===== src/design/rpu_pkg.sv =====
`timescale 1ns / 1ps
`default_nettype none
// ----------------------------------------------------------------------------
// rpu_pkg
// Shared widths, codes, reset values and stage payload types of the
// iRprop+ update engine.
// ----------------------------------------------------------------------------
package rpu_pkg;

  localparam int IDX_W     = 6;
  localparam int VAL_W     = 32;
  localparam int STEP_W    = 31;
  localparam int ETA_W     = 16;
  localparam int ETA_FRAC  = 14;
  localparam int PROD_W    = STEP_W + ETA_W;
  localparam int SCALED_W  = PROD_W - ETA_FRAC;
  localparam int CFG_IDX_W = 3;

  localparam logic [ETA_W-1:0]  ETA_INCREASE_RST = 16'd19661;
  localparam logic [ETA_W-1:0]  ETA_DECREASE_RST = 16'd8192;
  localparam logic [STEP_W-1:0] STEP_MAX_RST     = 31'd3276800;
  localparam logic [STEP_W-1:0] STEP_MIN_RST     = 31'd1;
  localparam logic [STEP_W-1:0] STEP_INITIAL_RST = 31'd6554;

  localparam logic [CFG_IDX_W-1:0] CFG_ETA_INCREASE = 3'd0;
  localparam logic [CFG_IDX_W-1:0] CFG_ETA_DECREASE = 3'd1;
  localparam logic [CFG_IDX_W-1:0] CFG_STEP_MAX     = 3'd2;
  localparam logic [CFG_IDX_W-1:0] CFG_STEP_MIN     = 3'd3;
  localparam logic [CFG_IDX_W-1:0] CFG_STEP_INITIAL = 3'd4;

  typedef enum logic [1:0] {
    SIGN_ZERO = 2'b00,
    SIGN_POS  = 2'b01,
    SIGN_NEG  = 2'b10
  } sign_t;

  typedef enum logic [1:0] {
    CLS_HOLD   = 2'b00,
    CLS_GROW   = 2'b01,
    CLS_SHRINK = 2'b10
  } cls_t;

  typedef struct packed {
    logic [ETA_W-1:0]  eta_increase;
    logic [ETA_W-1:0]  eta_decrease;
    logic [STEP_W-1:0] step_max;
    logic [STEP_W-1:0] step_min;
    logic [STEP_W-1:0] step_initial;
  } cfg_t;

  typedef struct packed {
    logic [IDX_W-1:0]        idx;
    logic signed [VAL_W-1:0] value;
    logic signed [VAL_W-1:0] grad;
    logic                    err_up;
  } in_item_t;

  typedef struct packed {
    logic [STEP_W-1:0]       step;
    sign_t                   sign;
    logic signed [VAL_W-1:0] last_update;
  } state_entry_t;

  typedef struct packed {
    logic [IDX_W-1:0]        idx;
    logic                    in_range;
    logic signed [VAL_W-1:0] value;
    sign_t                   gsign;
    cls_t                    cls;
    logic [STEP_W-1:0]       step_old;
    logic signed [VAL_W-1:0] last_update;
    logic                    err_up;
    logic [PROD_W-1:0]       product;
  } scale_stage_t;

  typedef struct packed {
    logic signed [VAL_W-1:0] value;
    logic signed [VAL_W-1:0] update;
    logic [STEP_W-1:0]       step;
  } apply_stage_t;

  typedef struct packed {
    logic signed [VAL_W-1:0] new_param;
    logic [STEP_W-1:0]       step_size;
  } out_item_t;

endpackage
`default_nettype wire


===== src/design/rpu_apply.sv =====
`timescale 1ns / 1ps
`default_nettype none
// ----------------------------------------------------------------------------
// rpu_apply
// Add the update to the parameter value and saturate to 32 bits.
// ----------------------------------------------------------------------------
module rpu_apply import rpu_pkg::*; (
  input  apply_stage_t stage,
  output out_item_t    result
);

  logic signed [VAL_W:0] sum;

  always_comb begin
    sum = {stage.value[VAL_W-1], stage.value} + {stage.update[VAL_W-1], stage.update};
    if (sum[VAL_W] != sum[VAL_W-1]) begin
      result.new_param = sum[VAL_W] ? {1'b1, {(VAL_W-1){1'b0}}} : {1'b0, {(VAL_W-1){1'b1}}};
    end else begin
      result.new_param = sum[VAL_W-1:0];
    end
    result.step_size = stage.step;
  end

endmodule
`default_nettype wire


===== config.mk =====
export PLATFORM = sky130hd
export DESIGN_NAME = rpu_apply
export DESIGN_NICKNAME = d
export VERILOG_FILES = /design/src/design/rpu_pkg.sv /design/src/design/rpu_apply.sv
export SDC_FILE = /design/constraint.sdc
export NUM_CORES = 1
export LEC_CHECK = 0
export BUFFER_PORTS_ARGS = -buffer_cell sky130_fd_sc_hd__buf_4
export CORE_MARGIN = 4
export CORE_UTILIZATION = 49
export DETAILED_ROUTE_END_ITERATION = 6
export PLACE_DENSITY = 0.89
export SYNTH_ARGS = -nofsm -noshare
export SYNTH_HDL_FRONTEND = slang
export SYNTH_SLANG_ARGS = --single-unit

===== constraint.sdc =====
create_clock -name vclk -period 9.2
set_input_delay 1.84 -clock vclk [all_inputs]
set_output_delay 1.84 -clock vclk [all_outputs]
set_load 0.03 [all_outputs]

==> summary.md <==
| Metric | Value |
|---|---|
| Fin. max-slew vios | 0 |
| GRT Util Overall | 0.216 |
| Die width | 78.3 um |
| Largest net degree at the start of global routing | 29 |
| Drt total wl | between 6 and 7 mm |
| Fin crit share | 0.709 |
| Grt total ovfl | 0 |
| Row count | 25 |
| Most frequent CP cell | buf_4 |
| Post-synthesis simple-gate area fraction | 0.164 |
| Status | finished clean |
| Peak supply drop | between 0.08 and 0.09 mV |
| Crit path required time | 7.36 ns |
| Worst hold path class | in -> out |
| Fill count | 420 |
| Placed Cells | roughly 460 |
| Chip Height | 78.3 um |
| Diodes inserted | 0 |
| Worst hold slack | about 3.7 ns |
| Commonest non-fill, non-tap cell in the layout | buf_4 |
| Gp weighted congestion | roughly 0.93 |
| Maxcap violations | 0 |
| Critical path launch point type | input pin |
| CP peak stage delay | approximately 0.43 ns |
| Netlist cell types | 58 |
| Xor/xnor cell area share of the yosys netlist | 0.109 |
| Mux share of post-synthesis cell area | 0.00413 |
| Worst path slowest cell | o41ai_1 |
| Layout cell share with drive strength beyond 1 | 0.312 |
| Post-DP HPWL | 5.79 mm |
| Drt drc | 0 |
| Internal | around 0.15 mW |
| Setup WS post-layout | between 2 and 3 ns |
| Cts hold-fix bufs | 0 |
| TNS Setup | 0 ns |
| Placed instance area | 2920 sq um |
| Layout Cells excl Fill | ~460 |
| Synth Instances | around 340 |
| Setup crit end kind | output port |
| Clock power share | 0 |
| Vias in the first global route | 2,651 |
| Final setup viols | 0 |
| Seq_cells | 0 |
| Syn-to-layout area delta | 20.7% |
| Crit path max fanout | 3 |
| Die area | a little over 6000 sq um |
| Final worst path period need | approximately 6.5 ns |
| Seq pwr share | 0 |
| P_leak | 1.34 nW |
| PortBufs | 96 |
| Cts repair resizes | 0 |
| PwrDens | about 130 nW/um^2 |
| Slew @ Worst Pin | ~0.63 ns |
| DP Worst Slack | 2.77 ns |
| Mapped cell area | roughly 2400 sq um |
| Yosys warns | 0 |
| Synth Area in Compound Gates | 0.393 |
| Synthesized area per cell | 7.21 sq um |
| RSZ-0062 raised after global routing | false |
| Initial antenna violation count | 0 |
| Worst slew margin | 0.577 |
| Storage element area | 0 sq um |
| Setup Buffers After CTS | 0 |
| Post-Synth Adder-Cell Area | 0.186 |
| Net Sw Frac | 0.613 |
| First-pass GRT wire length | 11.6 mm |
| Fin nets | a little over 500 |
| Post-Layout Inst Area | about 2900 sq um |
| Post-Syn Nets | ~460 |
| Seq/Total Area, Yosys | 0 |
| Commonest cells after routing, fill and taps aside | buf_4, a21oi_1, ha_1 |
| Final hold vios | 0 |
| Initial DRC Count | roughly 160 |
| P_sw | 0.232 mW |
| Clock Buffer Count | 0 |
| Routed Antenna Nets | 0 |
| Initial cell density of the core | 0.510 |
| Vias | roughly 2,800 |
| Crit path cell chain | buf_4, ha_1, inv_1, fa_1, nand2b_1, a211oi_1, o211ai_1, nand4b_1, a41oi_1, o41ai_1, xnor2_1, o21ai_0, buf_4 |
| Vias per cell | between 6 and 7 |
| # IOs | 158 |
| FMAX | 0.153 GHz |
| Crit path DAT | roughly 4.7 ns |
| Avg WL per Cell | between 15 and 20 um |
| Core area | roughly 4800 sq um |
| Critical path class | in -> out |
| Largest family of logic cells by synthesized area | compound AO/OA/AOI/OAI gates |
| TritonRoute pass-1 iters | 5 |
| Comb power frac | 1.000 |
| Multi-input combinational cell area | 2070 sq um |
## synthesized netlist by cell type (7+ instances only)
library cell / n / area [sq um]
a21oi_1: 40 / 200
nand4_1: 7 / 43.8
nand3_1: 9 / 45.0
xor2_1: 16 / 140
xnor2_1: 11 / 96.3
nand2_1: 29 / 109
a21o_1: 9 / 67.6
inv_1: 12 / 45.0
ha_1: 32 / 400
buf_4: 34 / 255
o21ai_0: 21 / 105
a21oi_2: 10 / 87.6
nor2_1: 14 / 52.6
## power groups by stage
| stage | clock network, mW | registers, mW | logic (mW) |
|---|---|---|---|
| floorplan | 0 | 0 | 0.284 |
| global placement | 0 | 0 | 0.371 |
| detailed placement | 0 | 0 | 0.375 |
| CTS | 0 | 0 | 0.377 |
| global route | 0 | 0 | 0.406 |
| finish | 0 | 0 | 0.378 |
## cell families (layout without fill, tap and decap cells)
kind of cell,Yosys count,after routing
AOI/OAI and AO/OA,134,134
xor gates and xnor gates,28,28
adders and majority gates,36,36
buffers and inverters,56,108
muxes,1,1
and+or+nand+nor,81,81
## routing by layer
layer  global-route usage  up-vias  wire length (um)  part of all wire
li1                     -     1324                 -                 -
met1                0.276     1273              2960              0.42
met2                0.370      152              3330              0.48
met3               0.0321       19               540             0.078
met4               0.0699        0               130             0.019
met5                    0        -                 0                 0
## per-stage QoR
stage               utilization  power (mW)
CTS                       0.615       0.377
finish                    0.615       0.378
floorplan                     -       0.284
global placement          0.615       0.371
global route              0.615       0.406
detailed placement        0.615       0.375
## path summary, 6_finish.rpt
check,cells after the start,slack (ns),startpoint,endpoint
worst max-delay path,13,2.68,stage[31],result[61]
worst min-delay path,0,3.68,stage[16],result[16]
## worst max-delay path: cells and delay by family
family / cells / cell delay, ns
xor+xnor: 1 / 0.11
simple gates: 2 / 0.37
buf+inv: 3 / 0.34
fa+ha+maj: 2 / 0.58
compound gates: 5 / 1.44
## final cells by class
| cell class | count | area share |
|---|---|---|
| inverters | 12 | 0.0154 |
| multi-input cells | 280 | 0.709 |
| well taps | 67 | 0.0287 |
| repair buffers | 96 | 0.246 |
Note: power is estimated with default switching activity, not from simulation.
