### config.mk
export PLATFORM = sky130hd
export DESIGN_NAME = rpu_step_calc
export DESIGN_NICKNAME = d
export VERILOG_FILES = /design/src/design/rpu_pkg.sv /design/src/design/rpu_step_calc.sv
export SDC_FILE = /design/constraint.sdc
export NUM_CORES = 1
export LEC_CHECK = 0
export ABC_CLOCK_PERIOD_IN_PS = 6000
export BUFFER_PORTS_ARGS = -buffer_cell sky130_fd_sc_hd__buf_4
export CAP_MARGIN = 25
export CORE_AREA = 2 2 170 172
export DETAILED_ROUTE_END_ITERATION = 12
export DIE_AREA = 0 0 172 174
export PLACE_DENSITY_LB_ADDON = 0.05
export SYNTH_ARGS = -nofsm -noshare
export SYNTH_HDL_FRONTEND = slang
export SYNTH_SLANG_ARGS = --single-unit
### constraint.sdc
create_clock -name vclk -period 6
set_input_delay 0.9 -clock vclk [all_inputs]
set_output_delay 0.9 -clock vclk [all_outputs]
set_load 0.02 [all_outputs]
### src/design/rpu_pkg.sv
`timescale 1ns / 1ps
`default_nettype none
// ----------------------------------------------------------------------------
// rpu_pkg
// Shared widths, codes, reset values and stage payload types of the
// iRprop+ update engine.
// ----------------------------------------------------------------------------
package rpu_pkg;

  localparam int IDX_W     = 6;
  localparam int VAL_W     = 32;
  localparam int STEP_W    = 31;
  localparam int ETA_W     = 16;
  localparam int ETA_FRAC  = 14;
  localparam int PROD_W    = STEP_W + ETA_W;
  localparam int SCALED_W  = PROD_W - ETA_FRAC;
  localparam int CFG_IDX_W = 3;

  localparam logic [ETA_W-1:0]  ETA_INCREASE_RST = 16'd19661;
  localparam logic [ETA_W-1:0]  ETA_DECREASE_RST = 16'd8192;
  localparam logic [STEP_W-1:0] STEP_MAX_RST     = 31'd3276800;
  localparam logic [STEP_W-1:0] STEP_MIN_RST     = 31'd1;
  localparam logic [STEP_W-1:0] STEP_INITIAL_RST = 31'd6554;

  localparam logic [CFG_IDX_W-1:0] CFG_ETA_INCREASE = 3'd0;
  localparam logic [CFG_IDX_W-1:0] CFG_ETA_DECREASE = 3'd1;
  localparam logic [CFG_IDX_W-1:0] CFG_STEP_MAX     = 3'd2;
  localparam logic [CFG_IDX_W-1:0] CFG_STEP_MIN     = 3'd3;
  localparam logic [CFG_IDX_W-1:0] CFG_STEP_INITIAL = 3'd4;

  typedef enum logic [1:0] {
    SIGN_ZERO = 2'b00,
    SIGN_POS  = 2'b01,
    SIGN_NEG  = 2'b10
  } sign_t;

  typedef enum logic [1:0] {
    CLS_HOLD   = 2'b00,
    CLS_GROW   = 2'b01,
    CLS_SHRINK = 2'b10
  } cls_t;

  typedef struct packed {
    logic [ETA_W-1:0]  eta_increase;
    logic [ETA_W-1:0]  eta_decrease;
    logic [STEP_W-1:0] step_max;
    logic [STEP_W-1:0] step_min;
    logic [STEP_W-1:0] step_initial;
  } cfg_t;

  typedef struct packed {
    logic [IDX_W-1:0]        idx;
    logic signed [VAL_W-1:0] value;
    logic signed [VAL_W-1:0] grad;
    logic                    err_up;
  } in_item_t;

  typedef struct packed {
    logic [STEP_W-1:0]       step;
    sign_t                   sign;
    logic signed [VAL_W-1:0] last_update;
  } state_entry_t;

  typedef struct packed {
    logic [IDX_W-1:0]        idx;
    logic                    in_range;
    logic signed [VAL_W-1:0] value;
    sign_t                   gsign;
    cls_t                    cls;
    logic [STEP_W-1:0]       step_old;
    logic signed [VAL_W-1:0] last_update;
    logic                    err_up;
    logic [PROD_W-1:0]       product;
  } scale_stage_t;

  typedef struct packed {
    logic signed [VAL_W-1:0] value;
    logic signed [VAL_W-1:0] update;
    logic [STEP_W-1:0]       step;
  } apply_stage_t;

  typedef struct packed {
    logic signed [VAL_W-1:0] new_param;
    logic [STEP_W-1:0]       step_size;
  } out_item_t;

endpackage
`default_nettype wire

### src/design/rpu_step_calc.sv
`timescale 1ns / 1ps
`default_nettype none
// ----------------------------------------------------------------------------
// rpu_step_calc
// Bound the scaled step, pick the update and form the new element state.
// ----------------------------------------------------------------------------
module rpu_step_calc import rpu_pkg::*; (
  input  scale_stage_t stage,
  input  cfg_t         cfg,
  output apply_stage_t next,
  output state_entry_t wr_entry
);

  logic [SCALED_W-1:0]     scaled;
  logic [SCALED_W-1:0]     floored;
  logic [STEP_W-1:0]       step_new;
  sign_t                   sign_new;
  logic signed [VAL_W-1:0] step_ext;
  logic signed [VAL_W-1:0] update;

  always_comb begin
    scaled  = stage.product[PROD_W-1:ETA_FRAC];
    floored = (scaled < SCALED_W'(cfg.step_min)) ? SCALED_W'(cfg.step_min) : scaled;

    unique case (stage.cls)
      CLS_GROW: begin
        step_new = (scaled > SCALED_W'(cfg.step_max)) ? cfg.step_max : scaled[STEP_W-1:0];
        sign_new = stage.gsign;
      end
      CLS_SHRINK: begin
        step_new = (|floored[SCALED_W-1:STEP_W]) ? '1 : floored[STEP_W-1:0];
        sign_new = SIGN_ZERO;
      end
      default: begin
        step_new = stage.step_old;
        sign_new = stage.gsign;
      end
    endcase

    step_ext = VAL_W'(step_new);

    if (stage.cls == CLS_SHRINK) begin
      update = stage.err_up ? -stage.last_update : '0;
    end else begin
      unique case (stage.gsign)
        SIGN_POS: update = -step_ext;
        SIGN_NEG: update = step_ext;
        default:  update = '0;
      endcase
    end

    wr_entry.step        = step_new;
    wr_entry.sign        = sign_new;
    wr_entry.last_update = update;

    next.value  = stage.value;
    next.update = stage.in_range ? update : '0;
    next.step   = stage.in_range ? step_new : '0;
  end

endmodule
`default_nettype wire

==> impl_metrics.py <==
metrics = {
    "outcome": {
        "status": "finished with violations",
        "violations": "setup timing",
    },
    "synthesis": {
        "ys_types": 65,
        "synth_mux_area_frac": 0.00728,
        "synth-simple-area-share": 0.358,
        "syn-num-nets": 1228,
        "avgSynthCellArea_um2": 6.23,
        "synth-xor-area-share": 0.0430,
        "yosys.area.top_type": "ha_1",
        "seq_area_frac_synth": 0,
        "synth_top_family_by_area": "simple AND/OR/NAND/NOR gates",
        "synth-compound-area-share": 0.297,
        "syn_inst": 882,
        "synth_top_area_frac": 0.152,
        "synthAdderAreaFrac": 0.152,
        "netlist_area_um2": 5500,
        "yosysWarningCount": 0,
        "synth_area_leaders": "ha_1 15%, inv_1 6.2%, nand2_1 5.9%, and2_1 5.3%, a21oi_1 5.2%",
    },
    "finish": {
        "final_util": 0.368,
        "nets": 1658,
        "n_clock_buffer": 0,
        "drive_gt1_frac": 0.482,
        "register_area_um2": 0,
        "area_growth_pct": 88.8,
        "nFlopsAndLatches": 0,
        "layout_commonest_cell": "buf_4",
        "fin_area_um2": 10400,
        "mostFrequentLayoutCells": "461 x buf_4, 84 x nand2_1, 81 x inv_1, 59 x ha_1, 49 x a21oi_1",
        "fin_cells": 1695,
    },
    "drt": {
        "drc": 0,
        "vias": 8169,
        "drt-pass1-iter-count": 6,
        "wl_per_cell_um": 19.2,
        "viasPerCell": 4.82,
        "drt_wl_total_um": 32500,
        "initialDrtViolationCount": 362,
        "ant_nets": 0,
    },
    "placed_design": {
        "placement.io_buffers": 292,
        "post-dp-hpwl_um": 27300,
        "placed_area_um2": 9550,
        "place_ws_ns": -0.707,
        "gp_congestion": 0.835,
        "place_inst": 1679,
    },
    "worst_setup_path": {
        "path_class": "in2out",
        "worstPathMaxFanout": 5,
        "worstSetupEndpointType": "output port",
        "crit_arrival_ns": 5.48,
        "start_kind": "input pin",
        "required_ns": 5.10,
    },
    "job": {
        "cap_violations": 0,
    },
    "timing": {
        "hold_viol": 0,
        "finalSetupTns_ns": -7.93,
        "period_minus_slack_ns": 6.38,
        "worst_pin_slew_ns": 1.02,
        "maxSlewViolCount": 0,
        "fin_crit_sh": 1.06,
        "rsz0062_at_grt": "yes",
        "maxSlewHeadroom": 0.322,
        "finalSetupViolCount": 36,
        "clock.fmax_ghz": 0.157,
        "fin_ws_ns": -0.384,
    },
    "floorplanning": {
        "chipWidth_um": 172,
        "core_area_um2": 28200,
        "start_util": 0.195,
        "rows": 62,
        "ios": 439,
        "die_y_um": 174,
        "dieArea_um2": 29900,
    },
    "pwr": {
        "powerDensity_nw_per_um2": 98.9,
        "ir_drop_v": 0.0000405,
        "p_leak_nw": 5.01,
    },
    "grt": {
        "overflow": 0,
        "track_usage": 0.206,
        "grt_max_degree": 33,
        "grt_pass1_wl_um": 48000,
        "antenna_found_initial": 1,
        "grt_pass1_vias": 8195,
    },
    "worst_hold_path": {
        "hold_class": "in2out",
    },
    "clock_tree": {
        "cts_hold_repair.buffers": 0,
    },
}
## power by group
group / internal, mW / switching, mW
clock: 0.0000000223 / 0
combinational: 0.482 / 0.545
sequential: 0 / 0
total: 0.482 / 0.545
## per-stage QoR
step / hold slack (ns) / total power, mW
after floorplan: 1.91 / 0.458
after global placement: 1.80 / 0.948
after detailed placement: 1.80 / 0.947
after CTS: 1.80 / 0.982
after global routing: 1.80 / 1.11
final: 1.80 / 1.03
## cell families after synthesis
| group | count (synthesis) |
|---|---|
| and+or+nand+nor | 366 |
| AOI/OAI and AO/OA | 242 |
| buffers and inverters | 176 |
| adders and majority gates | 67 |
| xor gates and xnor gates | 27 |
| muxes | 4 |
## critical path, stage by stage
cell and delay, ns:
buf_4 0.13, ha_4 0.27, nand4bb_4 0.11, or4_4 0.59, or4_4 0.44, o221a_4 0.26, and2_4 0.17, o221a_1 0.24
or4b_4 0.49, or2_4 0.24, or4_4 0.51, or3_4 0.39, or4_4 0.45, a31oi_4 0.15, buf_6 0.14
## metal layers
| layer | vias to the layer above | GRT usage | routed length, um |
|---|---|---|---|
| li1 | 4074 | - | - |
| met1 | 3847 | 0.274 | 14400 |
| met2 | 230 | 0.364 | 15900 |
| met3 | 18 | 0.0255 | 1910 |
| met4 | 0 | 0.0210 | 292 |
| met5 | - | 0 | 0 |
## Yosys cell counts, drive strengths merged, types with 8 or more instances
cell and number:
a211o 10, a211oi 8, a21oi 57, a31oi 15, and2 47, buf 36, clkbuf 49, ha 67
inv 91, nand2 86, nand3 28, nand4 21, nor2 48, nor3 34, nor4 37, o211ai 16
o21ai 54, o221ai 9, o31ai 15, or3 26, or4 12, xnor2 18, xor2 9
## repair_timing
action,4_1_cts,5_1_grt
endpoints found under the hold margin,0,0
gates cloned,0,1
resized for setup,54,92
pin swaps,31,37
endpoints found under the setup margin,54,55
buffers inserted,9,6
## path summary, 6_finish.rpt
kind / startpoint / end / slack, ns / depth (start not counted)
hold / removal: stage[119] / next[67] / 1.80 / 0
setup / recovery: stage[40] / next[52] / -0.38 / 15
## layout make-up
class | count | area [um2]
diodes | 1 | 2.50
fillers | 3150 | 17900
inverters | 91 | 362
multi-input cells | 706 | 5460
well taps | 384 | 480
repair buffers | 513 | 4080
No activity file was read; power rests on OpenSTA's default activity.
