`src/design/rpu_ram.sv`:
```
`timescale 1ns / 1ps
`default_nettype none
// ----------------------------------------------------------------------------
// rpu_ram
// Generic single-write, single-read RAM with registered read data.
// ----------------------------------------------------------------------------
module rpu_ram #(
  parameter int WIDTH = 8,
  parameter int DEPTH = 16,
  localparam int AW = (DEPTH > 1) ? $clog2(DEPTH) : 1
) (
  input  logic             clk,
  input  logic             we,
  input  logic [AW-1:0]    waddr,
  input  logic [WIDTH-1:0] wdata,
  input  logic [AW-1:0]    raddr,
  output logic [WIDTH-1:0] rdata
);

  logic [WIDTH-1:0] mem [DEPTH];

  always_ff @(posedge clk) begin
    if (we) begin
      mem[waddr] <= wdata;
    end
    rdata <= mem[raddr];
  end

endmodule
`default_nettype wire

```
`config.mk`:
```
export PLATFORM = sky130hd
export DESIGN_NAME = rpu_ram
export DESIGN_NICKNAME = d
export VERILOG_FILES = /design/src/design/rpu_ram.sv
export SDC_FILE = /design/constraint.sdc
export NUM_CORES = 1
export LEC_CHECK = 0
export ABC_AREA = 1
export BUFFER_PORTS_ARGS = -buffer_cell sky130_fd_sc_hd__buf_2
export CAP_MARGIN = 20
export CORE_MARGIN = 10
export CORE_UTILIZATION = 40
export DETAILED_ROUTE_END_ITERATION = 8
export GPL_TIMING_DRIVEN = 0
export PLACE_DENSITY = 0.57
export SKIP_CTS_REPAIR_TIMING = 1
export SLEW_MARGIN = 20
export SYNTH_ARGS = -nofsm -noshare
export SYNTH_HDL_FRONTEND = slang
export SYNTH_SLANG_ARGS = --single-unit
```
`constraint.sdc`:
```
create_clock -name clk -period 1.5 [get_ports clk]
set_clock_uncertainty 0.2 [all_clocks]
set_input_delay 0.15 -clock clk [delete_from_list [all_inputs] [get_ports clk]]
set_output_delay 0.15 -clock clk [all_outputs]
set_load 0.005 [all_outputs]
```
==> results of run 1 <==
per-stage QoR:
stage | setup TNS, ps | setup WS [ps]
finish | 0 | 82.04
global route | 0 | 20.54
CTS | 0 | 38.36
floorplan | 0 | 199.2
detailed placement | -31260 | -402.4
global placement | -30280 | -398.1
metal layers:
layer  global-route usage  up-vias
met5                    0        -
met4              0.08533        0
met3              0.03245       28
met2               0.2240      130
met1               0.1907     1783
li1                     -     1876
sequential cells by signal, indices dropped and copies added, names as in the netlist:
name   cells
rdata      8
mem      128
power by group through the flow:
stage	registers (W)	logic (W)	clock network, W
after global placement	0.00435	0.000544	0
after CTS	0.00427	0.000554	0.00392
after floorplan	0.00435	0.000300	0
final	0.00427	0.000570	0.00390
after detailed placement	0.00435	0.000550	0
after global routing	0.00428	0.000630	0.00409
synthesized netlist by cell type:
library cell	count
buf_2	13
buf_1	1
nand3_1	97
inv_2	2
dfxtp_1	8
buf_4	4
edfxtp_1	128
nand3b_1	2
nor2_1	17
nand2_1	173
buf_6	6
inv_1	100
worst register-to-register path, delay by kind of cell, from the launching register on:
family / cells / cell delay, ps
buffers and inverters: 1 / 60
flip-flops: 1 / 360
AND/OR/NAND/NOR: 5 / 510
how the worst max path moves through the flow:
stage                            to  slack (ps)  cells after the start
6_report        mem[4][1]$_DFFE_PP_          80                      3
5_1_grt         mem[4][1]$_DFFE_PP_          20                      3
4_1_cts         mem[7][1]$_DFFE_PP_          40                      3
3_5_place_dp    mem[7][4]$_DFFE_PP_        -400                      3
3_3_place_gp    mem[7][3]$_DFFE_PP_        -400                      3
2_1_floorplan  mem[10][0]$_DFFE_PP_         200                      2
cell type report:
| type | count | area, um^2 | area share |
|---|---|---|---|
| flip-flops and latches | 136 | 4004 | 0.5948 |
| plain buffers | 24 | 166.4 | 0.02472 |
| clock buffers | 21 | 440.4 | 0.06543 |
| inverters | 102 | 382.9 | 0.05688 |
| well taps | 180 | 225.2 | 0.03346 |
| clock inverters | 11 | 106.4 | 0.01580 |
| multi-input cells | 289 | 1216 | 0.1807 |
| repair buffers | 30 | 190.2 | 0.02825 |
cell families (layout without fill, tap and decap cells):
family,Yosys count,count (layout),synth area share
simple gates,289,289,0.2105
flops,136,136,0.6943
buf+inv,126,188,0.09525
==> run_results.csv, run 1 <==
group,metric,value,unit
die,row_count,43,
cells_and_area,instances_no_fill,793,
placement,dp_hpwl,9344,um
power,p_total,0.008739,W
worst_hold_path,hold_depth,3,
critical_path,worst-path-max-fanout,8,
sta,rsz0062_at_grt,"false",
drt,drc_errors,0,
cells_and_area,finish.utilization,0.4812,
power,p_int,0.006837,W
power,seqPwrFrac,0.489,
critical_path,crit_required,1340,ps
cells_and_area,final_common_cell,"nand2_1",
placement,postPlaceCellArea,6102,um^2
drt,vias,3817,
cells_and_area,finish.instance_area,6731,um^2
clock_network,insertion_delay,420,ps
cells_and_area,n_antenna_cell,0,
critical_path,cp-startpoint,"waddr[3]",
critical_path,r2r_slack,250,ps
clock_network,numCtsBuffers,17,
power,power.net_switching,0.001902,W
clock_network,htree_levels,4,
global_route,grt_max_degree,17,
power,powerDensity,1298,nW/um^2
power,swShare,0.2176,
placement,placedCellCount,753,
synth,synth_nets,569,
power,combPwrFrac,0.065,
critical_path,crit_arrival,1260,ps
synth,avgSynthCellArea,10.47,um^2
synth,ys_warn_count,0,
cells_and_area,fillers,1301,
critical_path,timing.rr.end,"rdata[3]$_DFF_P_",
global_route,grt_use_total,0.1478,
die,start_util,0.4123,
sta,final-hold-violation-count,17,
worst_hold_path,hold_class,"input port to register",
synth,synth_top_cell_by_area,"edfxtp_1",
critical_path,worst_setup_path_end_kind,"register",
drt,met3_length,901,um
power,p_leak,2.909,nW
drt,routedWlPerCell,18.07,um
sta,fin_crit_sh,0.9453,
synth,synth_top_area_share,0.6665,
critical_path,cp_cell_sequence,"buf_2 > nand3b_1 > nor2_1",
synth,synth_cell_types,12,
drt,via_per_inst,4.813,
critical_path,cp_top_family,"simple AND/OR/NAND/NOR gates",
critical_path,worstSetupPathType,"input port to register",
sta,final_max_slew_viol_count,0,
synth,yosysSeqAreaShare,0.6943,
flow_run,drv_cap,0,
drt,drtPass1Iterations,5,
drt,routed_wl,14330,um
synth,synth-seq-cells,136,
sta,setup_viol,0,
worst_hold_path,holdPathEnd,"rdata[1]$_DFF_P_",
drt,met2_length,6566,um
cells_and_area,syn_to_final_growth,16.73,%
placement,numPortBuffers,22,
cells_and_area,final_cell_mix,"nand2_1, edfxtp_1, inv_1",
global_route,grt_pass1_vias,3731,
synth,synth.area.top_cells,"edfxtp_1, nand2_1, nand3_1",
placement,place.gp.congestion,0.8827,
drt,routed.top_layer,"met4",
die,boundaryPins,26,
die,fp.dieW,140.1,um
die,core,13990,um^2
drt,ant_nets,0,
global_route,overflow,0,
critical_path,cp.buffers_inverters,1,
sta,worstMarginPinSlew,965.7,ps
clock_network,clk_pin_slew,50,ps
critical_path,critPathLaunchType,"input port",
worst_hold_path,min_from,"raddr[3]",
critical_path,slowest_delay,720,ps
clock_network,cts_tree,"yes",
die,die_y,140.1,um
global_route,grt_pass1_wl,21750,um
clock_network,cts_sinks,136,
power,ir_drop,808.0,uV
sta,holdWs,-48.39,ps
clock_network,cts.path.max_buffers,2,
critical_path,reg2regPathDepth,6,
outcome,violations,"negative hold slack",
cells_and_area,nets,618,
sta,relSlewSlack,0.3538,
critical_path,cp_slowest_cell,"nor2_1",
drt,m1WireLength,6383,um
synth,synth_area,5767,um^2
die,dieArea,19620,um^2
clock_network,cts-root-buf,"clkbuf_16",
sta,fmax,705.2,MHz
power,clockPowerShare,0.446,
drt,first_iter_violations,368,
global_route,antenna_found_initial,0,
cells_and_area,drive_gt1_frac,0.1175,
sta,fin_crit,1418,ps
synth,synthCells,551,
outcome,status,"complete, but fails checks",
critical_path,r2r_start,"mem[15][3]$_DFFE_PP_",
(Power assumes the default switching activity.)
==> inputs of run 2 (changes only) <==
CORE_MARGIN = 4   (was 10)
clock period = 1.8 ns   (was 1.5 ns; I/O delays follow)
==> run_results.csv, run 2 (synthesized netlist as in run 1, its figures left out) <==
group,metric,value,unit
outcome,status,"complete, but fails checks",
outcome,violations,"negative hold slack",
critical_path,crit_required,1640,ps
placement,numPortBuffers,22,
sta,fin_tns_setup,0,ps
drt,drc_errors,0,
cells_and_area,fillers,1293,
cells_and_area,reg.largest.list,"mem x128, rdata x8",
global_route,antenna_found_initial,0,
global_route,overflow,0,
cells_and_area,multi_input_area,1214,um^2
drt,routedWlPerCell,18.04,um
cells_and_area,syn_to_final_growth,16.81,%
critical_path,cp_top_family,"simple AND/OR/NAND/NOR gates",
cells_and_area,regMostFlops,"mem",
sta,holdWs,-13.26,ps
critical_path,crit_arrival,1360,ps
sta,setup_viol,0,
worst_hold_path,hold_class,"input port to register",
sta,worstMarginPinSlew,1019,ps
clock_network,htree_levels,4,
sta,rsz0062_at_grt,"false",
cells_and_area,finish.instance_area,6736,um^2
global_route,grt_use_total,0.1836,
flow_run,drv_cap,0,
drt,first_iter_violations,404,
power,p_total,0.007564,W
clock_network,cts.path.max_buffers,2,
critical_path,worst-path-max-fanout,8,
sta,final_max_slew_viol_count,0,
die,row_count,43,
cells_and_area,n_antenna_cell,0,
cells_and_area,seqCellArea,4004,um^2
placement,placedCellCount,753,
global_route,grt_pass1_wl,21750,um
power,powerDensity,1123,nW/um^2
placement,dp_hpwl,9276,um
placement,postPlaceCellArea,6102,um^2
critical_path,cp_slowest_cell,"nor2_1",
sta,fin_crit_sh,0.8463,
sta,final-hold-violation-count,6,
clock_network,numCtsBuffers,17,
global_route,grt_pass1_vias,3742,
cells_and_area,drive_gt1_frac,0.1266,
critical_path,worstSetupPathType,"input port to register",
die,boundaryPins,26,
die,core,13990,um^2
critical_path,cp.buffers_inverters,1,
cells_and_area,nets,613,
die,die_y,128.1,um
critical_path,critPathLaunchType,"input port",
critical_path,slowest_delay,820,ps
power,ir_drop,627.9,uV
die,dieArea,16400,um^2
critical_path,cp_cell_sequence,"buf_2 > nand3b_1 > nor2_1",
placement,place.gp.congestion,0.8449,
clock_network,cts_tree,"yes",
drt,drtPass1Iterations,6,
die,start_util,0.4123,
clock_network,clk_pin_slew,60,ps
critical_path,worst_setup_path_end_kind,"register",
cells_and_area,largest_reg_flops,128,
clock_network,cts-root-buf,"clkbuf_16",
clock_network,insertion_delay,420,ps
cells_and_area,final_common_cell,"nand2_1",
die,fp.dieW,128.1,um
sta,fin_crit,1523,ps
drt,routed_wl,14220,um
cells_and_area,instances_no_fill,788,
global_route,grt_max_degree,17,
power,p_leak,2.912,nW
sta,fmax,656.4,MHz
drt,vias,3883,
drt,ant_nets,0,
drt,via_per_inst,4.928,
sta,relSlewSlack,0.3182,
cells_and_area,final_cell_mix,"nand2_1, edfxtp_1, inv_1",
clock_network,cts_sinks,136,
==> run 2: where the power goes <==
part           internal [W]  switching (W)  leakage (nW)
clock               0.00219        0.00136         0.288
sequential          0.00354      0.0000168          1.22
combinational      0.000140       0.000323          1.40
total               0.00587        0.00170          2.91
==> run 2: cell type report <==
class / instances / area share
Sequential cell: 136 / 0.5944
Multi-Input combinational cell: 289 / 0.1802
Clock buffer: 18 / 0.06371
Inverter: 102 / 0.05684
Tap cell: 180 / 0.03343
Clock inverter: 14 / 0.02600
Buffer: 24 / 0.02470
Timing Repair Buffer: 25 / 0.02080
==> run 2: metrics by stage <==
step,utilization,setup slack (ps)
final,0.4816,276.6
after floorplan,-,469.2
after detailed placement,0.4362,-137.6
after global placement,0.4362,-113.9
after global routing,0.4816,166.8
after CTS,0.4794,300.9
==> run 2: layer usage <==
layer / GRT usage / part of all wire / up-vias
li1: - / - / 1859
met1: 0.2477 / 0.44 / 1865
met2: 0.2893 / 0.47 / 140
met3: 0.04792 / 0.068 / 19
met4: 0.06367 / 0.023 / 0
met5: 0 / 0 / -
==> run 2: worst min-delay path, delay by kind of cell <==
kind,cells,cell delay [ps]
simple gates,3,230
buf+inv,1,160
==> run 2: final timing paths <==
| kind | depth (start not counted) | end | from | slack [ps] |
|---|---|---|---|---|
| max | 3 | mem[7][0]$_DFFE_PP_ | waddr[3] | 280 |
| min | 4 | rdata[0]$_DFF_P_ | raddr[2] | -10 |
| max reg2reg | 6 | rdata[5]$_DFF_P_ | mem[1][5]$_DFFE_PP_ | 570 |
| min reg2reg | 6 | rdata[1]$_DFF_P_ | mem[9][1]$_DFFE_PP_ | 490 |
