--- config.mk ---
export PLATFORM = sky130hd
export DESIGN_NAME = rpu_decode
export DESIGN_NICKNAME = d
export VERILOG_FILES = /design/src/design/rpu_pkg.sv /design/src/design/rpu_decode.sv
export SDC_FILE = /design/constraint.sdc
export NUM_CORES = 1
export LEC_CHECK = 0
export ABC_AREA = 0
export BUFFER_PORTS_ARGS = -buffer_cell sky130_fd_sc_hd__buf_4
export CAP_MARGIN = 40
export CELL_PAD_IN_SITES_DETAIL_PLACEMENT = 1
export CELL_PAD_IN_SITES_GLOBAL_PLACEMENT = 1
export CORE_UTILIZATION = 37
export DETAILED_ROUTE_END_ITERATION = 6
export MAX_ROUTING_LAYER = met4
export PLACE_DENSITY_LB_ADDON = 0.1
export SYNTH_ARGS = -nofsm -noshare
export SYNTH_HDL_FRONTEND = slang
export SYNTH_SLANG_ARGS = --single-unit
export TNS_END_PERCENT = 100
--- constraint.sdc ---
create_clock -name vclk -period 8.6
set_input_delay 1.29 -clock vclk [all_inputs]
set_output_delay 1.29 -clock vclk [all_outputs]
set_load 0.005 [all_outputs]
--- src/design/rpu_pkg.sv ---
`timescale 1ns / 1ps
`default_nettype none
// ----------------------------------------------------------------------------
// rpu_pkg
// Shared widths, codes, reset values and stage payload types of the
// iRprop+ update engine.
// ----------------------------------------------------------------------------
package rpu_pkg;

  localparam int IDX_W     = 6;
  localparam int VAL_W     = 32;
  localparam int STEP_W    = 31;
  localparam int ETA_W     = 16;
  localparam int ETA_FRAC  = 14;
  localparam int PROD_W    = STEP_W + ETA_W;
  localparam int SCALED_W  = PROD_W - ETA_FRAC;
  localparam int CFG_IDX_W = 3;

  localparam logic [ETA_W-1:0]  ETA_INCREASE_RST = 16'd19661;
  localparam logic [ETA_W-1:0]  ETA_DECREASE_RST = 16'd8192;
  localparam logic [STEP_W-1:0] STEP_MAX_RST     = 31'd3276800;
  localparam logic [STEP_W-1:0] STEP_MIN_RST     = 31'd1;
  localparam logic [STEP_W-1:0] STEP_INITIAL_RST = 31'd6554;

  localparam logic [CFG_IDX_W-1:0] CFG_ETA_INCREASE = 3'd0;
  localparam logic [CFG_IDX_W-1:0] CFG_ETA_DECREASE = 3'd1;
  localparam logic [CFG_IDX_W-1:0] CFG_STEP_MAX     = 3'd2;
  localparam logic [CFG_IDX_W-1:0] CFG_STEP_MIN     = 3'd3;
  localparam logic [CFG_IDX_W-1:0] CFG_STEP_INITIAL = 3'd4;

  typedef enum logic [1:0] {
    SIGN_ZERO = 2'b00,
    SIGN_POS  = 2'b01,
    SIGN_NEG  = 2'b10
  } sign_t;

  typedef enum logic [1:0] {
    CLS_HOLD   = 2'b00,
    CLS_GROW   = 2'b01,
    CLS_SHRINK = 2'b10
  } cls_t;

  typedef struct packed {
    logic [ETA_W-1:0]  eta_increase;
    logic [ETA_W-1:0]  eta_decrease;
    logic [STEP_W-1:0] step_max;
    logic [STEP_W-1:0] step_min;
    logic [STEP_W-1:0] step_initial;
  } cfg_t;

  typedef struct packed {
    logic [IDX_W-1:0]        idx;
    logic signed [VAL_W-1:0] value;
    logic signed [VAL_W-1:0] grad;
    logic                    err_up;
  } in_item_t;

  typedef struct packed {
    logic [STEP_W-1:0]       step;
    sign_t                   sign;
    logic signed [VAL_W-1:0] last_update;
  } state_entry_t;

  typedef struct packed {
    logic [IDX_W-1:0]        idx;
    logic                    in_range;
    logic signed [VAL_W-1:0] value;
    sign_t                   gsign;
    cls_t                    cls;
    logic [STEP_W-1:0]       step_old;
    logic signed [VAL_W-1:0] last_update;
    logic                    err_up;
    logic [PROD_W-1:0]       product;
  } scale_stage_t;

  typedef struct packed {
    logic signed [VAL_W-1:0] value;
    logic signed [VAL_W-1:0] update;
    logic [STEP_W-1:0]       step;
  } apply_stage_t;

  typedef struct packed {
    logic signed [VAL_W-1:0] new_param;
    logic [STEP_W-1:0]       step_size;
  } out_item_t;

endpackage
`default_nettype wire

--- src/design/rpu_decode.sv ---
`timescale 1ns / 1ps
`default_nettype none
// ----------------------------------------------------------------------------
// rpu_decode
// Select the element state, classify the gradient sign against the stored
// sign and scale the step by the chosen factor.
// ----------------------------------------------------------------------------
module rpu_decode import rpu_pkg::*; (
  input  in_item_t     item,
  input  logic         in_range,
  input  logic         entry_valid,
  input  state_entry_t mem_entry,
  input  state_entry_t fwd_entry,
  input  logic         fwd_hit,
  input  cfg_t         cfg,
  output scale_stage_t stage
);

  state_entry_t      state;
  sign_t             gsign;
  sign_t             prev_sign;
  cls_t              cls;
  logic [STEP_W-1:0] step_old;
  logic [ETA_W-1:0]  eta;

  always_comb begin
    state = fwd_hit ? fwd_entry : mem_entry;

    if (item.grad == '0) begin
      gsign = SIGN_ZERO;
    end else if (item.grad[VAL_W-1]) begin
      gsign = SIGN_NEG;
    end else begin
      gsign = SIGN_POS;
    end

    if (entry_valid) begin
      step_old  = state.step;
      prev_sign = state.sign;
    end else begin
      step_old  = cfg.step_initial;
      prev_sign = SIGN_ZERO;
    end

    if (gsign == SIGN_ZERO || prev_sign == SIGN_ZERO) begin
      cls = CLS_HOLD;
    end else if (gsign == prev_sign) begin
      cls = CLS_GROW;
    end else begin
      cls = CLS_SHRINK;
    end

    eta = (cls == CLS_GROW) ? cfg.eta_increase : cfg.eta_decrease;

    stage.idx         = item.idx;
    stage.in_range    = in_range;
    stage.value       = item.value;
    stage.gsign       = gsign;
    stage.cls         = cls;
    stage.step_old    = step_old;
    stage.last_update = entry_valid ? state.last_update : '0;
    stage.err_up      = item.err_up;
    stage.product     = PROD_W'(step_old) * PROD_W'(eta);
  end

endmodule
`default_nettype wire

==> impl_metrics.env, run 1 <==
export IMPL_outcome="finished, violations left"
export IMPL_violations="negative setup slack"
export IMPL_hold_path_endpoint="stage[127]"
export IMPL_grt_pass1_vias=19700
export IMPL_slew_headroom_pct=64.8
export IMPL_grt_ovfl_total=0
export IMPL_critical_path_arrival_ns=8.42
export IMPL_rows=79
export IMPL_via_per_inst=5.06
export IMPL_clock_fmax_mhz=103
export IMPL_grt_pass1_wl_mm=119
export IMPL_timing_final_ws_setup_ns=-1.11
export IMPL_fin_area_sq_um=26600
export IMPL_hold_depth=0
export IMPL_utilization_pct=57.2
export IMPL_syn_avg_cell_area_sq_um=8.09
export IMPL_grt_max_degree=35
export IMPL_seq_cells=0
export IMPL_register_area_sq_um=0
export IMPL_ys_warn_count=0
export IMPL_drive_gt1_share_pct=39.6
export IMPL_period_minus_slack_ns=9.71
export IMPL_die_area_sq_um=48000
export IMPL_via_count=17500
export IMPL_drtPass1Iterations=5
export IMPL_start_kind="input pin"
export IMPL_crit_path_top_delay_cell="fa_1"
export IMPL_numPortBuffers=341
export IMPL_grt_use_total_pct=34.3
export IMPL_nets=3705
export IMPL_core_sq_um=46500
export IMPL_synthesis_area_sq_um=17400
export IMPL_wirelength_mm=79.6
export IMPL_clkbuf_count=0
export IMPL_crit_path_frequent_cell="fa_1"
export IMPL_diodes=0
export IMPL_synthCells=2152
export IMPL_tns_ns=-27.59
export IMPL_dpl_cell_area_sq_um=23700
export IMPL_io_pins=483
export IMPL_drt_initial_drc_count=871
export IMPL_hold_start="item[45]"
export IMPL_antenna_found_initial=0
export IMPL_rsz0062_at_grt="true"
export IMPL_critPathMaxFanout=6
export IMPL_required_ns=7.31
export IMPL_slew_violations=0
export IMPL_post_route_period_util_pct=113
export IMPL_crit_type="input pin to output port"
export IMPL_cp_end_kind="output port"
export IMPL_setup_viol_count_final=36
export IMPL_drc_errors=0
export IMPL_hp_class="input pin to output port"
export IMPL_synth_cell_types=57
export IMPL_drv_cap=0
export IMPL_dp_hpwl_mm=67.1
export IMPL_antenna_left=0
export IMPL_syn2layout_area_growth_pct=52.6
export IMPL_gp_congestion=0.961
export IMPL_synth_nets=3004
export IMPL_post_drt_wl_per_cell_um=23.0
export IMPL_hold_viol_final=0
export IMPL_slowest_delay_ns=0.55
export IMPL_dieWidth_um=219
export IMPL_yosysSeqAreaShare_pct=0
export IMPL_tightest_slew_ns=0.526
export IMPL_die_h_um=219
export IMPL_start_util_pct=37.5
==> cells in the mapped netlist (all sizes together), types with 2 or more instances <==
cell     count  area share (%)
and2         2           0.072
nand3       18            0.52
mux2i       80             4.6
clkinv       7            0.15
mux2         2            0.13
o211a        2            0.11
xor2        12            0.60
nand2      358             7.8
a21oi       43             1.3
ha         119             8.5
a221o        2            0.11
a21boi       3            0.13
a221oi       2            0.17
o21a         4            0.18
clkbuf      54             1.2
nor2       273             5.9
a211oi       3            0.13
nor3         7            0.23
a21o        59             2.5
and3        11            0.40
inv        456             9.8
o211ai       6            0.26
o21ai       21            0.65
nand4        9            0.32
o2111ai      2            0.10
nand2b       2           0.072
xnor2       29             1.5
or3          2           0.072
fa         404              46
nor4         8            0.29
and4         2            0.10
nor2b       36             1.3
o21bai       2           0.086
a31oi       11            0.48
a41oi        2            0.10
o31ai        4            0.17
buf         86             3.1
nor3b        2           0.086
==> final cells by class <==
class	count	area, sq um
Fill cell	5419	19900
Inverter	463	1740
Multi-Input combinational cell	1549	16700
Tap cell	607	759
Timing Repair Buffer	839	7380
==> logic make-up (layout without fill, tap and decap cells) <==
group           Yosys count  count (layout)  share of synthesized area, %
compound gates          172             172                          6.88
xor+xnor                 41              41                          2.06
fa+ha+maj               523             523                          55.0
buf+inv                 603            1302                          14.2
mux                      82              82                          4.73
simple gates            731             731                          17.1
==> worst max-delay path: cells and delay by family <==
family | cells | cell delay [ns]
multiplexers | 1 | 0.30
buffers and inverters | 10 | 1.08
AO/OA/AOI/OAI | 8 | 1.67
adder cells (fa/ha/maj) | 7 | 3.39
AND/OR/NAND/NOR | 4 | 0.65
==> worst max path at each step <==
stage	startpoint	endpoint	slack, ns
2_1_floorplan	fwd_hit	stage[40]	-0.41
3_3_place_gp	item[8]	stage[40]	-1.47
3_5_place_dp	item[8]	stage[40]	-1.57
4_1_cts	item[8]	stage[42]	-1.02
5_1_grt	item[9]	stage[40]	-1.31
6_report	item[8]	stage[43]	-1.11
==> routing by layer <==
metal / share of wire, % / global-route usage (%) / vias up
met2: 51 / 61.2 / 571
met5: 0 / - / -
met4: 2.9 / 8.10 / 0
met3: 5.6 / 3.70 / 108
li1: - / - / 7792
met1: 40 / 41.4 / 9028
==> stage by stage <==
stage | setup slack [ns] | cells | hold slack (ns)
CTS | -1.02 | 3426 | 2.58
detailed placement | -1.57 | 3355 | 2.58
global route | -1.31 | 3458 | 2.58
global placement | -1.47 | 3355 | 2.58
finish | -1.11 | 3458 | 2.58
floorplan | -0.414 | 2152 | 2.61
==> timing repair <==
action / CTS / global route
setup endpoints to repair: 38 / 38
cloned: 6 / 0
hold buffers: 0 / 0
pin swaps: 133 / 119
gates resized for setup: 332 / 117
buffers inserted: 74 / 41
==> placed cells by master (no fill, tap or decap), types with 11 or more instances in the layout <==
cell type and instances:
buf_4 691, inv_1 412, fa_1 373, nand2_1 321, nor2_1 244, ha_1 91, buf_6 86, mux2i_1 67
a21o_1 59, buf_12 45, inv_2 43, nor2b_1 35, fa_2 31, ha_4 28, nand2_2 22, xnor2_1 22
a21oi_1 19, nor2_2 18, a21oi_2 14, nand2_4 12, buf_8 12, mux2i_4 11, nor2_4 11
Power of run 1 is left out: the tool's default activity adds up to more than one toggle a clock period on the data nets, which glitch-free logic cannot reach.
==> inputs of run 2 (changes only) <==
--- a/config.mk
+++ b/config.mk
@@ -10,6 +10,7 @@
 export CAP_MARGIN = 40
 export CELL_PAD_IN_SITES_DETAIL_PLACEMENT = 1
 export CELL_PAD_IN_SITES_GLOBAL_PLACEMENT = 1
+export CORE_MARGIN = 2
 export CORE_UTILIZATION = 37
 export DETAILED_ROUTE_END_ITERATION = 6
 export MAX_ROUTING_LAYER = met4
==> run 2 against run 1 <==
  * The run still ends with negative setup slack left
  * Sequential share of layout area is the same
  * Critical path depth increased by 3
  * Global-route usage down 2.0 points
  * Wire length fell by 1.5%
==> impl_metrics.env, run 2 (same netlist as run 1, synthesis figures left out) <==
export IMPL_violations="negative setup slack"
export IMPL_seq_cells=0
export IMPL_rows=79
export IMPL_layout_common_cells="buf_4 (687), inv_1 (422), fa_1 (372)"
export IMPL_dieWidth_um=221
export IMPL_grt_use_total_pct=32.3
export IMPL_grt_max_degree=65
export IMPL_drtPass1Iterations=5
export IMPL_via_per_inst=5.07
export IMPL_grt_ovfl_total=0
export IMPL_period_minus_slack_ns=9.82
export IMPL_hold_path_endpoint="stage[132]"
export IMPL_hp_class="input pin to output port"
export IMPL_via_count=17300
export IMPL_post_route_period_util_pct=114
export IMPL_hold_depth=0
export IMPL_fillers=5464
export IMPL_slew_headroom_pct=59.5
export IMPL_core_sq_um=46600
export IMPL_required_ns=7.31
export IMPL_dp_hpwl_mm=65.1
export IMPL_critPathMaxFanout=6
export IMPL_preCtsSetupSlack_ns=-1.64
export IMPL_nets=3666
export IMPL_drc_errors=0
export IMPL_start_kind="input pin"
export IMPL_tightest_slew_ns=0.608
export IMPL_grt_pass1_wl_mm=118
export IMPL_crit_type="input pin to output port"
export IMPL_die_h_um=221
export IMPL_cp_num_buf_inv=13
export IMPL_io_pins=483
export IMPL_clock_fmax_mhz=102
export IMPL_mostFrequentLayoutCell="buf_4"
export IMPL_cp_end_kind="output port"
export IMPL_hold_buffers=0
export IMPL_antenna_found_initial=0
export IMPL_numPortBuffers=341
export IMPL_drt_initial_drc_count=861
export IMPL_critPathTopFamily="adder cells"
export IMPL_slew_violations=0
export IMPL_post_drt_wl_per_cell_um=22.9
export IMPL_start_util_pct=37.4
export IMPL_grt_pass1_vias=19700
export IMPL_register_area_sq_um=0
export IMPL_crit_path_top_delay_cell="fa_2"
export IMPL_diodes=0
export IMPL_clkbuf_count=0
export IMPL_die_area_sq_um=48800
export IMPL_critical_path_arrival_ns=8.53
export IMPL_wirelength_mm=78.4
export IMPL_syn2layout_area_growth_pct=49.0
export IMPL_drv_cap=0
export IMPL_hold_start="item[50]"
export IMPL_hold_viol_final=0
export IMPL_timing_final_ws_setup_ns=-1.22
export IMPL_outcome="finished, violations left"
export IMPL_slowest_delay_ns=0.56
export IMPL_gp_congestion=0.947
export IMPL_setup_viol_count_final=37
export IMPL_drive_gt1_share_pct=38.1
export IMPL_antenna_left=0
export IMPL_rsz0062_at_grt="true"
export IMPL_holdWs_ns=2.58
-- run 2: cell types whose count changed in the layout (fill, tap and decap cells not counted), moves of 5 or more --
cell,delta
nor2_1,+12
nor2_2,-8
buf_8,-7
inv_2,-10
a21oi_2,+5
inv_1,+10
buf_6,-28
-- run 2: repair_timing --
| item | in CTS | in global routing |
|---|---|---|
| cloned | 8 | 5 |
| endpoints found under the setup margin | 38 | 38 |
| pin swaps | 81 | 115 |
| gates resized for setup | 240 | 113 |
| setup buffers | 52 | 38 |
-- run 2: layout make-up --
class	count	area (sq um)	area share, %
inverters	463	1740	6.72
well taps	607	759	2.93
repair buffers	799	6900	26.6
multi-input cells	1550	16500	63.7
-- run 2: worst max-delay path by stage --
stage                endpoint  slack [ns]  depth (start not counted)  startpoint
CTS                 stage[34]       -1.16                         33    item[15]
global placement    stage[40]       -1.57                         29    item[15]
finish              stage[40]       -1.22                         33    item[15]
floorplan           stage[40]       -0.41                         27     fwd_hit
detailed placement  stage[40]       -1.64                         32    item[15]
global route        stage[46]       -1.48                         33    item[15]
-- run 2: per-stage QoR --
step                instances  cell area (sq um)  TNS [ns]  util [%]
CTS                      3388              25200    -28.35      54.1
global placement         3329              23500    -38.08      50.4
finish                   3419              25900    -31.79      55.7
floorplan                2152              17900     -4.25         -
detailed placement       3329              23500    -40.60      50.4
global route             3419              25900    -40.76      55.7
-- run 2: layer usage --
layer	wire length [um]	up-vias	track usage (%)
met4	1930	0	5.33
met3	4060	96	2.99
met2	40200	579	57.5
li1	-	7714	-
met5	0	-	-
met1	32200	8944	40.5
Power of run 2 is left out for the same reason.
